## config.mk

```make
export PLATFORM = sky130hd
export DESIGN_NAME = lbev_ctrl
export DESIGN_NICKNAME = d
export VERILOG_FILES = /design/src/rtl/lbev_pkg.sv /design/src/rtl/lbev_ctrl.sv
export SDC_FILE = /design/constraint.sdc
export NUM_CORES = 1
export LEC_CHECK = 0
export BUFFER_PORTS_ARGS = -buffer_cell sky130_fd_sc_hd__clkbuf_2
export CAP_MARGIN = 10
export CORE_UTILIZATION = 46
export DETAILED_ROUTE_END_ITERATION = 10
export PLACE_DENSITY = 0.73
export SYNTH_ARGS = -nofsm -noshare
export SYNTH_HDL_FRONTEND = slang
export SYNTH_SLANG_ARGS = --single-unit
```

## constraint.sdc

```tcl
create_clock -name clk_i -period 1.9 [get_ports clk_i]
set_input_delay 0.57 -clock clk_i [delete_from_list [all_inputs] [get_ports clk_i]]
set_output_delay 0.57 -clock clk_i [all_outputs]
set_load 0.01 [all_outputs]
```

## src/rtl/lbev_pkg.sv

```systemverilog
// Package for the lidar bird's-eye height rasterizer.
// Sizes, operation and register codes, controller/datapath handshake structs.
// No dependencies.
`timescale 1ns / 1ps
`default_nettype none

package lbev_pkg;

  localparam int MAX_SIDE = 512;
  localparam int SIDE_W   = $clog2(MAX_SIDE + 1);
  localparam int DEPTH    = MAX_SIDE * MAX_SIDE;
  localparam int ADDR_W   = $clog2(DEPTH);

  localparam int POS_W  = 24;
  localparam int CFG_W  = 16;
  localparam int IDX_W  = 9;
  localparam int PIX_W  = 8;
  localparam int CELL_W = 21;

  typedef enum logic [1:0] {
    OP_CLEAR = 2'd0,
    OP_POINT = 2'd1,
    OP_READ  = 2'd2
  } op_e;

  typedef enum logic [2:0] {
    CFG_COS    = 3'd0,
    CFG_SIN    = 3'd1,
    CFG_RADIUS = 3'd2,
    CFG_CPM    = 3'd3,
    CFG_HLOW   = 3'd4,
    CFG_HHIGH  = 3'd5,
    CFG_SMAX   = 3'd6,
    CFG_SMIN   = 3'd7
  } cfg_idx_e;

  typedef struct packed {
    logic load;
    logic clr_start;
    logic clr_step;
    logic mul1;
    logic mul2;
    logic check;
    logic div_step;
    logic wr;
    logic rd;
    logic out_load;
  } cmd_t;

  typedef struct packed {
    logic hit;
    logic shade_direct;
    logic clr_last;
    logic out_free;
  } sts_t;

endpackage

`default_nettype wire

```

## src/rtl/lbev_ctrl.sv

```systemverilog
// Controller FSM of the rasterizer: sequences clear sweep, projection, divide,
// pixel write, read and result hand-off. Depends on lbev_pkg.
`timescale 1ns / 1ps
`default_nettype none

module lbev_ctrl (
  input  wire logic           clk_i,
  input  wire logic           rst_ni,
  input  wire logic           in_valid_i,
  input  wire logic [1:0]     in_op_i,
  output logic                in_ready_o,
  input  wire lbev_pkg::sts_t sts_i,
  output lbev_pkg::cmd_t      cmd_o
);

  typedef enum logic [9:0] {
    S_CLEAR = 10'b0000000001,
    S_IDLE  = 10'b0000000010,
    S_MUL1  = 10'b0000000100,
    S_MUL2  = 10'b0000001000,
    S_CHECK = 10'b0000010000,
    S_DIV   = 10'b0000100000,
    S_WRITE = 10'b0001000000,
    S_READ  = 10'b0010000000,
    S_DONE  = 10'b0100000000,
    S_SPARE = 10'b1000000000
  } state_e;

  state_e     state_q, state_d;
  logic       pend_q, pend_d;   // clear sweep owes a result beat
  logic [2:0] cnt_q, cnt_d;

  always_comb begin
    state_d    = state_q;
    pend_d     = pend_q;
    cnt_d      = cnt_q;
    cmd_o      = '0;
    in_ready_o = 1'b0;
    unique case (state_q)
      S_CLEAR: begin
        cmd_o.clr_step = 1'b1;
        if (sts_i.clr_last) begin
          state_d = pend_q ? S_DONE : S_IDLE;
          pend_d  = 1'b0;
        end
      end
      S_IDLE: begin
        in_ready_o = 1'b1;
        if (in_valid_i) begin
          cmd_o.load = 1'b1;
          case (in_op_i)
            lbev_pkg::OP_CLEAR: begin
              cmd_o.clr_start = 1'b1;
              pend_d          = 1'b1;
              state_d         = S_CLEAR;
            end
            lbev_pkg::OP_POINT: state_d = S_MUL1;
            lbev_pkg::OP_READ:  state_d = S_READ;
            default:            state_d = S_DONE;
          endcase
        end
      end
      S_MUL1: begin
        cmd_o.mul1 = 1'b1;
        state_d    = S_MUL2;
      end
      S_MUL2: begin
        cmd_o.mul2 = 1'b1;
        state_d    = S_CHECK;
      end
      S_CHECK: begin
        cmd_o.check = 1'b1;
        cnt_d       = '0;
        state_d     = S_DIV;
      end
      S_DIV: begin
        if (!sts_i.hit) begin
          state_d = S_DONE;
        end else if (sts_i.shade_direct) begin
          state_d = S_WRITE;
        end else begin
          cmd_o.div_step = 1'b1;
          cnt_d          = cnt_q + 3'd1;
          if (cnt_q == 3'd7) state_d = S_WRITE;
        end
      end
      S_WRITE: begin
        cmd_o.wr = 1'b1;
        state_d  = S_DONE;
      end
      S_READ: begin
        cmd_o.rd = 1'b1;
        state_d  = S_DONE;
      end
      S_DONE: begin
        if (sts_i.out_free) begin
          cmd_o.out_load = 1'b1;
          state_d        = S_IDLE;
        end
      end
      default: state_d = S_IDLE;
    endcase
  end

  always_ff @(posedge clk_i or negedge rst_ni) begin
    if (!rst_ni) begin
      state_q <= S_CLEAR;
      pend_q  <= 1'b0;
      cnt_q   <= '0;
    end else begin
      state_q <= state_d;
      pend_q  <= pend_d;
      cnt_q   <= cnt_d;
    end
  end

  a_point_starts: assert property (@(posedge clk_i) disable iff (!rst_ni)
    (state_q == S_IDLE && in_valid_i && in_op_i == lbev_pkg::OP_POINT) |=> state_q == S_MUL1)
    else $error("point beat did not start projection");

  a_load_free: assert property (@(posedge clk_i) disable iff (!rst_ni)
    cmd_o.out_load |-> sts_i.out_free)
    else $error("result loaded over a waiting beat");

endmodule

`default_nettype wire

```

* Word level (Yosys, flattened, before mapping)
Index checks and enable logic that the tools add are counted.
** Operators by class
- Mux-type cells :: 31
- Shift operators :: 0
- Bitwise logic cells :: 0
- Multipliers :: 0
- Equal/unequal tests :: 19
- $lt $le $gt $ge :: 0
- Add/sub/neg operators :: 1
- Reductions and logical operators :: 7
- Divide/modulo/power cells :: 0
** Operator list (count)
- 10-bit case mux with 8 select lines :: 1
- 10-bit 2-to-1 mux :: 6
- 9-bit case mux with 3 select lines :: 1
- 1-bit 2-to-1 mux :: 16
- 2-bit inequality test, second input constant :: 6
- 10-bit by 1-bit == test with 1-bit output, second input constant :: 1
- 10-bit by 2-bit == test with 1-bit output, second input constant :: 1
- 10-bit by 3-bit == test with 1-bit output, second input constant :: 1
- 10-bit by 4-bit == test with 1-bit output, second input constant :: 1
- 10-bit by 5-bit == test with 1-bit output, second input constant :: 1
- 10-bit by 6-bit == test with 1-bit output, second input constant :: 1
- 10-bit by 7-bit == test with 1-bit output, second input constant :: 1
- 10-bit by 8-bit == test with 1-bit output, second input constant :: 1
- 10-bit by 9-bit == test with 1-bit output, second input constant :: 1
- 9-bit 2-to-1 mux :: 1
- 4-bit AND reduction :: 2
- 3-bit 2-to-1 mux :: 2
- 3-bit case mux with 2 select lines :: 1
- 2-bit 2-to-1 mux :: 2
- 4-bit inequality test, second input constant :: 1
- 2-bit nonzero test :: 2
- 3-bit by 1-bit adder with 3-bit output, second input constant :: 1
- 3-bit == test, second input constant :: 1
- 3-bit AND reduction :: 1
- other kinds (5) :: 5
** Word-level totals
- Memory bits (read-only) :: 0
- Memories :: 0
- Latch bits :: 0
- Logic and storage cells :: 61
- Bits of input ports :: 9
- Memory bits (writable) :: 0
- Output and inout port bits :: 11
- Register bits :: 14

* Depth between registers and ports, before layout
Gate-level depths: netlist of run 1.
- Word-level depth :: 5
- Gate-level depth with buffers :: 6
- Depth with buffers taken out :: 5

* Worst setup path before layout of run 1
OpenSTA, ideal clock, no wires.
- Path type :: register to output
- From :: reg state_q[3]
- To :: out cmd_o[0] (netlist bit)
- Stages on the path, launching flop included :: 5
- Setup slack :: -175 ps
- Data required time :: 1330 ps
- Data arrival time :: 1505 ps
- Buffers on the path :: 1
- Path through :: dfrtp_1 -> buf_6 -> or4_4 -> nor3_1 -> and4_1
** RTL lines
- start, declared :: RTL line lbev_ctrl.sv:29 : state_e state_q, state_d;
- start signal, assigned :: RTL line lbev_ctrl.sv:111 : state_q <= state_d;
- end, declared :: RTL line lbev_ctrl.sv:13 : output lbev_pkg::cmd_t cmd_o

==> metrics, run 1 <==
Final Hold Viols 0; routed wire length 4157 um; Worst Setup Start Kind register; Fillers 61; Final Util 92.83%; vias in the first global route 983; first-pass GRT wire length 4485 um; synth warn 0; R2R Path End state_q[8]; drt wl/cell 23.35 um; max-slew violations 0; CP endpoint kind output port; post-synthesis cell type count 44; Mapped Cells 86; total grt overflow 0; chip width 45.17 um; synthesized area per cell 9.966 um2; status finished with violations; n_diodes 0; root buffer cell clkbuf_4; Worst slew margin 73.18%; IO Pins 20; Area contributors post-synth dfrtp_1, nor4bb_1, nor2_1, nor4b_1, dfstp_2; Buffers on Ports 19; core area 1745 um2; row count 15; total design power 0.002125 W; DP HPWL 1741 um; P per Cell Area 1312 nW/um2; clock sinks 13; Post-synth EDFFs 0; largest net degree at the start of global routing 14; Peak VDD IR 1.001 mV; final net count 165; CP Class reg -> out; DIE AREA 2040 um2; skew final 0.006314 ns; worst-path maximum fanout 7; worst skew pair latency 0.28 ns; Static Leak 0.7823 nW; Post-synth ARST share 100.0%; 1st-iter DRT viols 52; routability cong. 0.9267; share of post-route cells with drive strength above 1 65.36%; Yosys top cell by area dfrtp_1; R2R setup slack -0.18 ns; Tmin final 2.446 ns; DR vias/cell 6.483; HP Class in -> async; CTS Hold Bufs 0; Routed Antenna Nets 0; Slew @ Worst Pin 0.4009 ns; Starting Density 49.10%; Fin Hold WS 0.1686 ns; final setup margin -0.5463 ns; area delta synth->final 89.05%; Initial DRT Pass Iterations 4; Worst-path clk slew 0.08 ns; max_cap viols 0; Clock Path Buffers 2; f_max 0.4088 GHz; htree depth 1; setup violators final 19; CP required 1.33 ns; DRC Markers 0; dominant synthesized flop cell dfrtp_1; list of most frequent post-synthesis cells dfrtp_1, nor2_1, inv_1; sequential area share after synthesis 38.10%; post-synth top area share 35.04%; GRT Util Overall 31.99%; Crit path arrival time 1.88 ns; r2r startpoint state_q[1]; Setup TNS Final -5.597 ns; Die Y 45.17 um; RSZ-0062 raised after global routing yes; failing checks setup timing; initial antenna violation count 0; CTS tree built; final period utilization 128.8%; most common cell in the netlist dfrtp_1; via count 1154; Synth Cell Area 857.1 um2; CTS Buf Count 3; #FFs+latches synth 13; syn nets 97; FF-to-FF path depth 7
metrics by stage:
stage	area (um2)	setup slack, ns	instances
4_1_cts	1414	-0.4463	171
2_1_floorplan	888.4	-0.07794	86
3_5_place_dp	1165	-0.1282	150
6_report	1620	-0.5463	178
5_1_grt	1620	-0.5640	178
3_3_place_gp	1165	-0.09234	150
sequential cells by signal, summed over array words and instances, names as in the netlist:
signal	count
state_q	9
cnt_q	3
pend_q	1
critical path, cell delays in order, from the launching register on:
cell	delay (ns)
dfrtp_1	0.38
buf_4	0.21
and2b_1	0.17
nand4_1	0.27
buf_4	0.25
inv_2	0.06
and2_4	0.15
buf_6	0.10
cell type report:
class	count	area, um2	area share [%]
multi-input cells	65	688.2	42.47
inverters	5	21.27	1.313
clock buffers	4	26.28	1.622
flip-flops and latches	13	327.8	20.23
well taps	25	31.28	1.931
repair buffers	66	525.5	32.43
cells by family (layout without fill, tap and decap cells):
kind of cell	count (synthesis)	after routing	synth area share, %
compound gates	16	16	14.16
buf+inv	8	75	4.818
flops	13	13	38.10
xor+xnor	2	2	2.044
fa+ha+maj	2	2	2.919
simple gates	45	45	37.96
worst max-delay path by stage:
stage | startpoint | cells after the start | slack, ns | endpoint
after global placement | state_q[0] | 4 | -0.09 | cmd_o[2]
final | state_q[1] | 7 | -0.55 | cmd_o[9]
after detailed placement | state_q[0] | 4 | -0.13 | cmd_o[2]
after CTS | state_q[0] | 4 | -0.45 | cmd_o[2]
after floorplan | state_q[3] | 4 | -0.08 | cmd_o[2]
after global routing | state_q[1] | 5 | -0.56 | cmd_o[8]
repair_timing:
action,in CTS,in global routing
resized for setup,17,44
buffers inserted,18,12
endpoints found under the setup margin,16,18
pin swaps,10,15
layer usage:
metal | track usage [%] | routed length [um]
met1 | 37.12 | 1449
met5 | 0 | 0
met4 | 16.36 | 275
met2 | 57.39 | 2074
met3 | 3.600 | 357
report_power, final:
| part | leakage, nW | internal, W | total, W | switching, W |
|---|---|---|---|---|
| clock | 0.0150 | 0.0000816 | 0.000178 | 0.0000968 |
| sequential | 0.169 | 0.000328 | 0.000380 | 0.0000512 |
| combinational | 0.599 | 0.000780 | 0.00157 | 0.000788 |
cell usage in the layout, fill, tap and decap left out, types with 3 or more instances in the layout:
cell type  Yosys  final
buf_2          0      7
buf_4          1     33
buf_6          1     18
clkbuf_2       0      8
clkbuf_4       0      3
dfrtp_1       12     11
nor2_1        10      7
nor3_2         2      3
Note: power is estimated with default switching activity, not from simulation.
==> inputs of run 2 (changes only) <==
==> config.mk (replaced) <==
export PLATFORM = sky130hd
export DESIGN_NAME = lbev_ctrl
export DESIGN_NICKNAME = d
export VERILOG_FILES = /design/src/rtl/lbev_pkg.sv /design/src/rtl/lbev_ctrl.sv
export SDC_FILE = /design/constraint.sdc
export NUM_CORES = 1
export LEC_CHECK = 0
export BUFFER_PORTS_ARGS = -buffer_cell sky130_fd_sc_hd__buf_2
export CAP_MARGIN = 10
export CORE_UTILIZATION = 51
export DETAILED_ROUTE_END_ITERATION = 10
export PLACE_DENSITY = 0.76
export SYNTH_ARGS = -nofsm -noshare
export SYNTH_HDL_FRONTEND = slang
export SYNTH_SLANG_ARGS = --single-unit
==> constraint.sdc (replaced) <==
create_clock -name clk_i -period 2.7 [get_ports clk_i]
set_input_delay 0.81 -clock clk_i [delete_from_list [all_inputs] [get_ports clk_i]]
set_output_delay 0.81 -clock clk_i [all_outputs]
set_load 0.01 [all_outputs]
==> run 2 against run 1 <==
Against the previous run:
- highest routed layer unchanged
- via count down 30%
- sequential power fell by 27%
- count of clock-buffer cells in the layout unchanged
- critical path depth is 3 lower
- sequential share of layout area up 11 points
- the flow now finishes without violations
==> metrics, run 2 (synthesized netlist as in run 1, its figures left out) <==
max reg flops 9; total grt overflow 0; HP Class in -> async; area delta synth->final 24.38%; Final Hold Viols 0; Worst-path clk slew 0.09 ns; P per Cell Area 818.3 nW/um2; final setup margin 0.07497 ns; Die Y 43.00 um; Peak VDD IR 0.5084 mV; DP HPWL 1400 um; total design power 0.0008723 W; n_diodes 0; Worst slew margin 75.93%; CP endpoint kind output port; Final Util 69.16%; vias in the first global route 736; worst skew pair latency 0.29 ns; CP Class reg -> out; max-slew violations 0; Crit. Startpoint state_q[0]; Starting Density 55.60%; skew final 0.007891 ns; DR vias/cell 6.240; GRT Util Overall 23.98%; first-pass GRT wire length 3201 um; core area 1541 um2; Tmin final 2.625 ns; DIE AREA 1849 um2; Routed Antenna Nets 0; Fin Hold WS 0.3881 ns; htree depth 1; RSZ-0062 raised after global routing yes; Worst Setup Start Kind register; routed wire length 2009 um; chip width 43.00 um; row count 14; max_cap viols 0; final net count 125; final period utilization 97.22%; IO Pins 20; clock sinks 13; status completed; Crit path arrival time 1.82 ns; setup violators final 0; routability cong. 0.8339; via count 805; CP required 1.89 ns; most frequent cells in the layout buf_2, nor2_1, dfrtp_1; dpl ws 0.2083 ns; share of post-route cells with drive strength above 1 38.94%; Initial DRT Pass Iterations 4; root buffer cell clkbuf_4; CTS Buf Count 3; 1st-iter DRT viols 17; CTS tree built; Clock Path Buffers 2; most common cell after layout, fill and taps aside buf_2; FF+latch area 331.6 um2; largest net degree at the start of global routing 14; Top reg by flops state_q; Setup TNS Final 0 ns; Largest regs state_q x9, cnt_q x3, pend_q x1; multi-input logic area 521.8 um2; Slew @ Worst Pin 0.3610 ns; DRC Markers 0; drt wl/cell 15.57 um; Buffers on Ports 19; initial antenna violation count 0; Static Leak 0.5365 nW; r2r startpoint state_q[0]; Fillers 130; worst-path maximum fanout 8; f_max 0.3809 GHz
-- run 2: cell types whose count changed in the layout (fill, tap and decap cells not counted), sizes merged --
cell,change
clkbuf,-8
buf,-32
-- run 2: metrics by stage --
stage,instances,instance area (um2)
4_1_cts,128,1037
5_1_grt,129,1066
3_3_place_gp,119,957.2
2_1_floorplan,86,857.1
6_report,129,1066
3_5_place_dp,119,957.2
-- run 2: final timing paths --
path                                   end  slack, ns  depth (start not counted)
worst max-delay path              cmd_o[2]       0.07                          4
worst min-delay path                pend_q       0.39                          1
worst max register to register  state_q[1]       0.69                          6
worst min register to register    cnt_q[1]       0.51                          1
max in group asynchronous       state_q[0]       2.03                          1
min in group clk_i                cnt_q[1]       0.51                          1
-- run 2: layer usage --
layer  up-vias  GRT usage (%)  part of all wire, %
met5         -              0                    0
met4         0          12.73                  2.3
met3         5          3.830                  5.0
met2        28          36.97                   47
met1       382          32.32                   46
li1        390              -                    -
-- run 2: power breakdown --
part           leakage (nW)  internal, W  switching, W
Clock                0.0150    0.0000575     0.0000712
Sequential            0.164     0.000233     0.0000462
Combinational         0.357     0.000209      0.000256
Total                 0.537     0.000499      0.000373
-- run 2: cell type report --
type / instances / share of cell area, %
multi-input cells: 65 / 48.94
flip-flops and latches: 13 / 31.10
repair buffers: 26 / 13.85
clock buffers: 4 / 2.465
well taps: 16 / 1.878
inverters: 5 / 1.761
-- run 2: repair_timing --
action,4_1_cts,5_1_grt
hold buffers,0,0
buffers inserted,5,1
pin swaps,4,3
gates cloned,0,0
resized for setup,4,5
setup endpoints to repair,4,6
-- run 2: critical path: stages, from the launching register on --
cell     delay, ns
dfstp_2       0.41
or4_4         0.59
nor3_4        0.21
and3_1        0.19
buf_2         0.12
==> inputs of run 3 (changes only) <==
--- a/config.mk
+++ b/config.mk
@@ -9,7 +9,7 @@
 export CAP_MARGIN = 10
 export CORE_UTILIZATION = 51
 export DETAILED_ROUTE_END_ITERATION = 10
-export PLACE_DENSITY = 0.76
+export PLACE_DENSITY = 0.74
 export SYNTH_ARGS = -nofsm -noshare
 export SYNTH_HDL_FRONTEND = slang
 export SYNTH_SLANG_ARGS = --single-unit
==> constraint.sdc (replaced) <==
create_clock -name clk_i -period 2.7 [get_ports clk_i]
set_input_delay 0.27 -clock clk_i [delete_from_list [all_inputs] [get_ports clk_i]]
set_output_delay 0.27 -clock clk_i [all_outputs]
set_load 0.1 [all_outputs]
==> run 3 against run 2 <==
Against the previous run:
- final cell count down 3.9%
- count of clock-buffer cells in the layout down 1
- clock skew about the same
- utilization down 3.6 points
- setup slack better by 0.060 ns
- global-route usage down 1.2 points
- non-clock buffer count down 5
- first-iteration DRC count down 5.9%
- combinational power up 29%
- critical path type unchanged
- critical endpoint is now cmd_o[0]
- highest routed layer unchanged
==> metrics, run 3 (synthesized netlist as in run 1, its figures left out) <==
final cell count without fillers 124; DIE AREA 1849 um2; 1st-iter DRT viols 16; worst-path maximum fanout 8; met2 GRT Util 35.76%; R2R setup slack 0.74 ns; total grt overflow 0; DP HPWL 1422 um; Largest regs state_q x9, cnt_q x3, pend_q x1; htree depth 1; drt wl/cell 14.65 um; placed cell count 119; share of post-route cells with drive strength above 1 32.41%; core area 1541 um2; Worst slew margin 67.75%; initial antenna violation count 0; row count 14; worst stage delay on the critical path 0.57 ns; GRT met1 Usage 30.49%; f_max 0.3898 GHz; Tmin final 2.565 ns; via count 777; final setup margin 0.1345 ns; HP Class in -> reg; crit path buf inv count 1; Worst Setup Start Kind register; first-pass GRT wire length 3077 um; routability cong. 0.7872; GRT Util Overall 22.78%; Crit. Startpoint state_q[1]; Crit path arrival time 2.30 ns; Static Leak 0.5226 nW; Final Util 65.58%; max-slew violations 0; WHS Path Cells 2; clock sinks 13; final period utilization 95.02%; largest net degree at the start of global routing 14; root buffer cell clkbuf_4; Final Hold Viols 0; IO Pins 20; P per Cell Area 998.9 nW/um2; skew final 0.008212 ns; Top reg by flops state_q; CP endpoint kind output port; FF+latch area 326.6 um2; Critical Path, Cell by Cell or4_4 > nor3_1 > and4_1 > buf_2; CP Class reg -> out; setup violators final 0; FF-to-FF path depth 5; Worst-path clk slew 0.09 ns; vias in the first global route 703; DR vias/cell 6.266; final net count 120; max reg flops 9; Starting Density 55.60%; DRC Markers 0; Slowest cell on crit path or4_4; R2R Path End state_q[1]; status completed; Slew @ Worst Pin 0.4871 ns; CTS Buf Count 3; most common cell after layout, fill and taps aside buf_2; max_cap viols 0; Clock Path Buffers 2; Fillers 137; critical hold path startpoint sts_i[1]; Routed Antenna Nets 0; Peak VDD IR 1.133 mV; CTS tree built; routed wire length 1817 um; most frequent cells in the layout buf_2, dfrtp_1, nor2_1; n_diodes 0; M3 GR Usage 3.830%; Die Y 43.00 um; multi-input logic area 505.5 um2; Initial DRT Pass Iterations 4; Most Used Layer, Global Route met2; Crit path max-delay family simple AND/OR/NAND/NOR gates; CP required 2.43 ns; worst skew pair latency 0.29 ns; RSZ-0062 raised after global routing no; Buffers on Ports 19; WHS Endpoint state_q[0]; dpl ws 0.4673 ns; r2r startpoint state_q[1]; area delta synth->final 17.96%; chip width 43.00 um
run 3: what timing repair did:
item | CTS | global route
endpoints found under the hold margin | 12 | 0
gates resized for setup | 0 | 0
endpoints found under the setup margin | 0 | 0
setup buffers | 0 | 0
hold buffers | 1 | 0
run 3: worst max path at each step:
stage / endpoint / slack, ns / cells after the start
after floorplan: cmd_o[5] / -0.27 / 3
after CTS: cmd_o[0] / 0.15 / 4
after global routing: cmd_o[1] / 0.03 / 4
final: cmd_o[0] / 0.13 / 4
after global placement: cmd_o[0] / 0.54 / 4
after detailed placement: cmd_o[0] / 0.47 / 4
run 3: worst reg2reg max path, delay by kind of cell, from the launching register on:
family	cells	cell delay (ns)
and+or+nand+nor	3	1.12
AOI/OAI and AO/OA	2	0.27
DFF	1	0.47
run 3: through the flow:
stage	power [W]	setup TNS (ns)	area (um2)	hold slack (ns)
2_1_floorplan	0.0007784	-0.2750	873.3	-0.02559
4_1_cts	0.001013	0	1011	0.1549
3_5_place_dp	0.0008879	0	973.4	0.1719
6_report	0.001010	0	1011	0.1531
3_3_place_gp	0.0008746	0	973.4	0.1722
5_1_grt	0.001072	0	1011	0.1792
run 3: layer usage:
layer  wire, um  part of all wire [%]  vias to the layer above
li1           -                     -                      373
met1        833                    46                      372
met2        835                    46                       27
met3        110                   6.1                        5
met4         38                   2.1                        0
met5          0                     0                        -
run 3: area by class of cell:
cell class,count,share of cell area (%)
clock buffers,3,2.228
clock inverters,1,0.4950
inverters,5,1.856
multi-input cells,65,50.00
flip-flops and latches,13,32.30
well taps,16,1.980
repair buffers,21,11.14
run 3: power breakdown:
part	internal (W)	switching [W]
logic	0.000180	0.000418
registers	0.000231	0.0000564
clock network	0.0000551	0.0000695
total	0.000466	0.000544
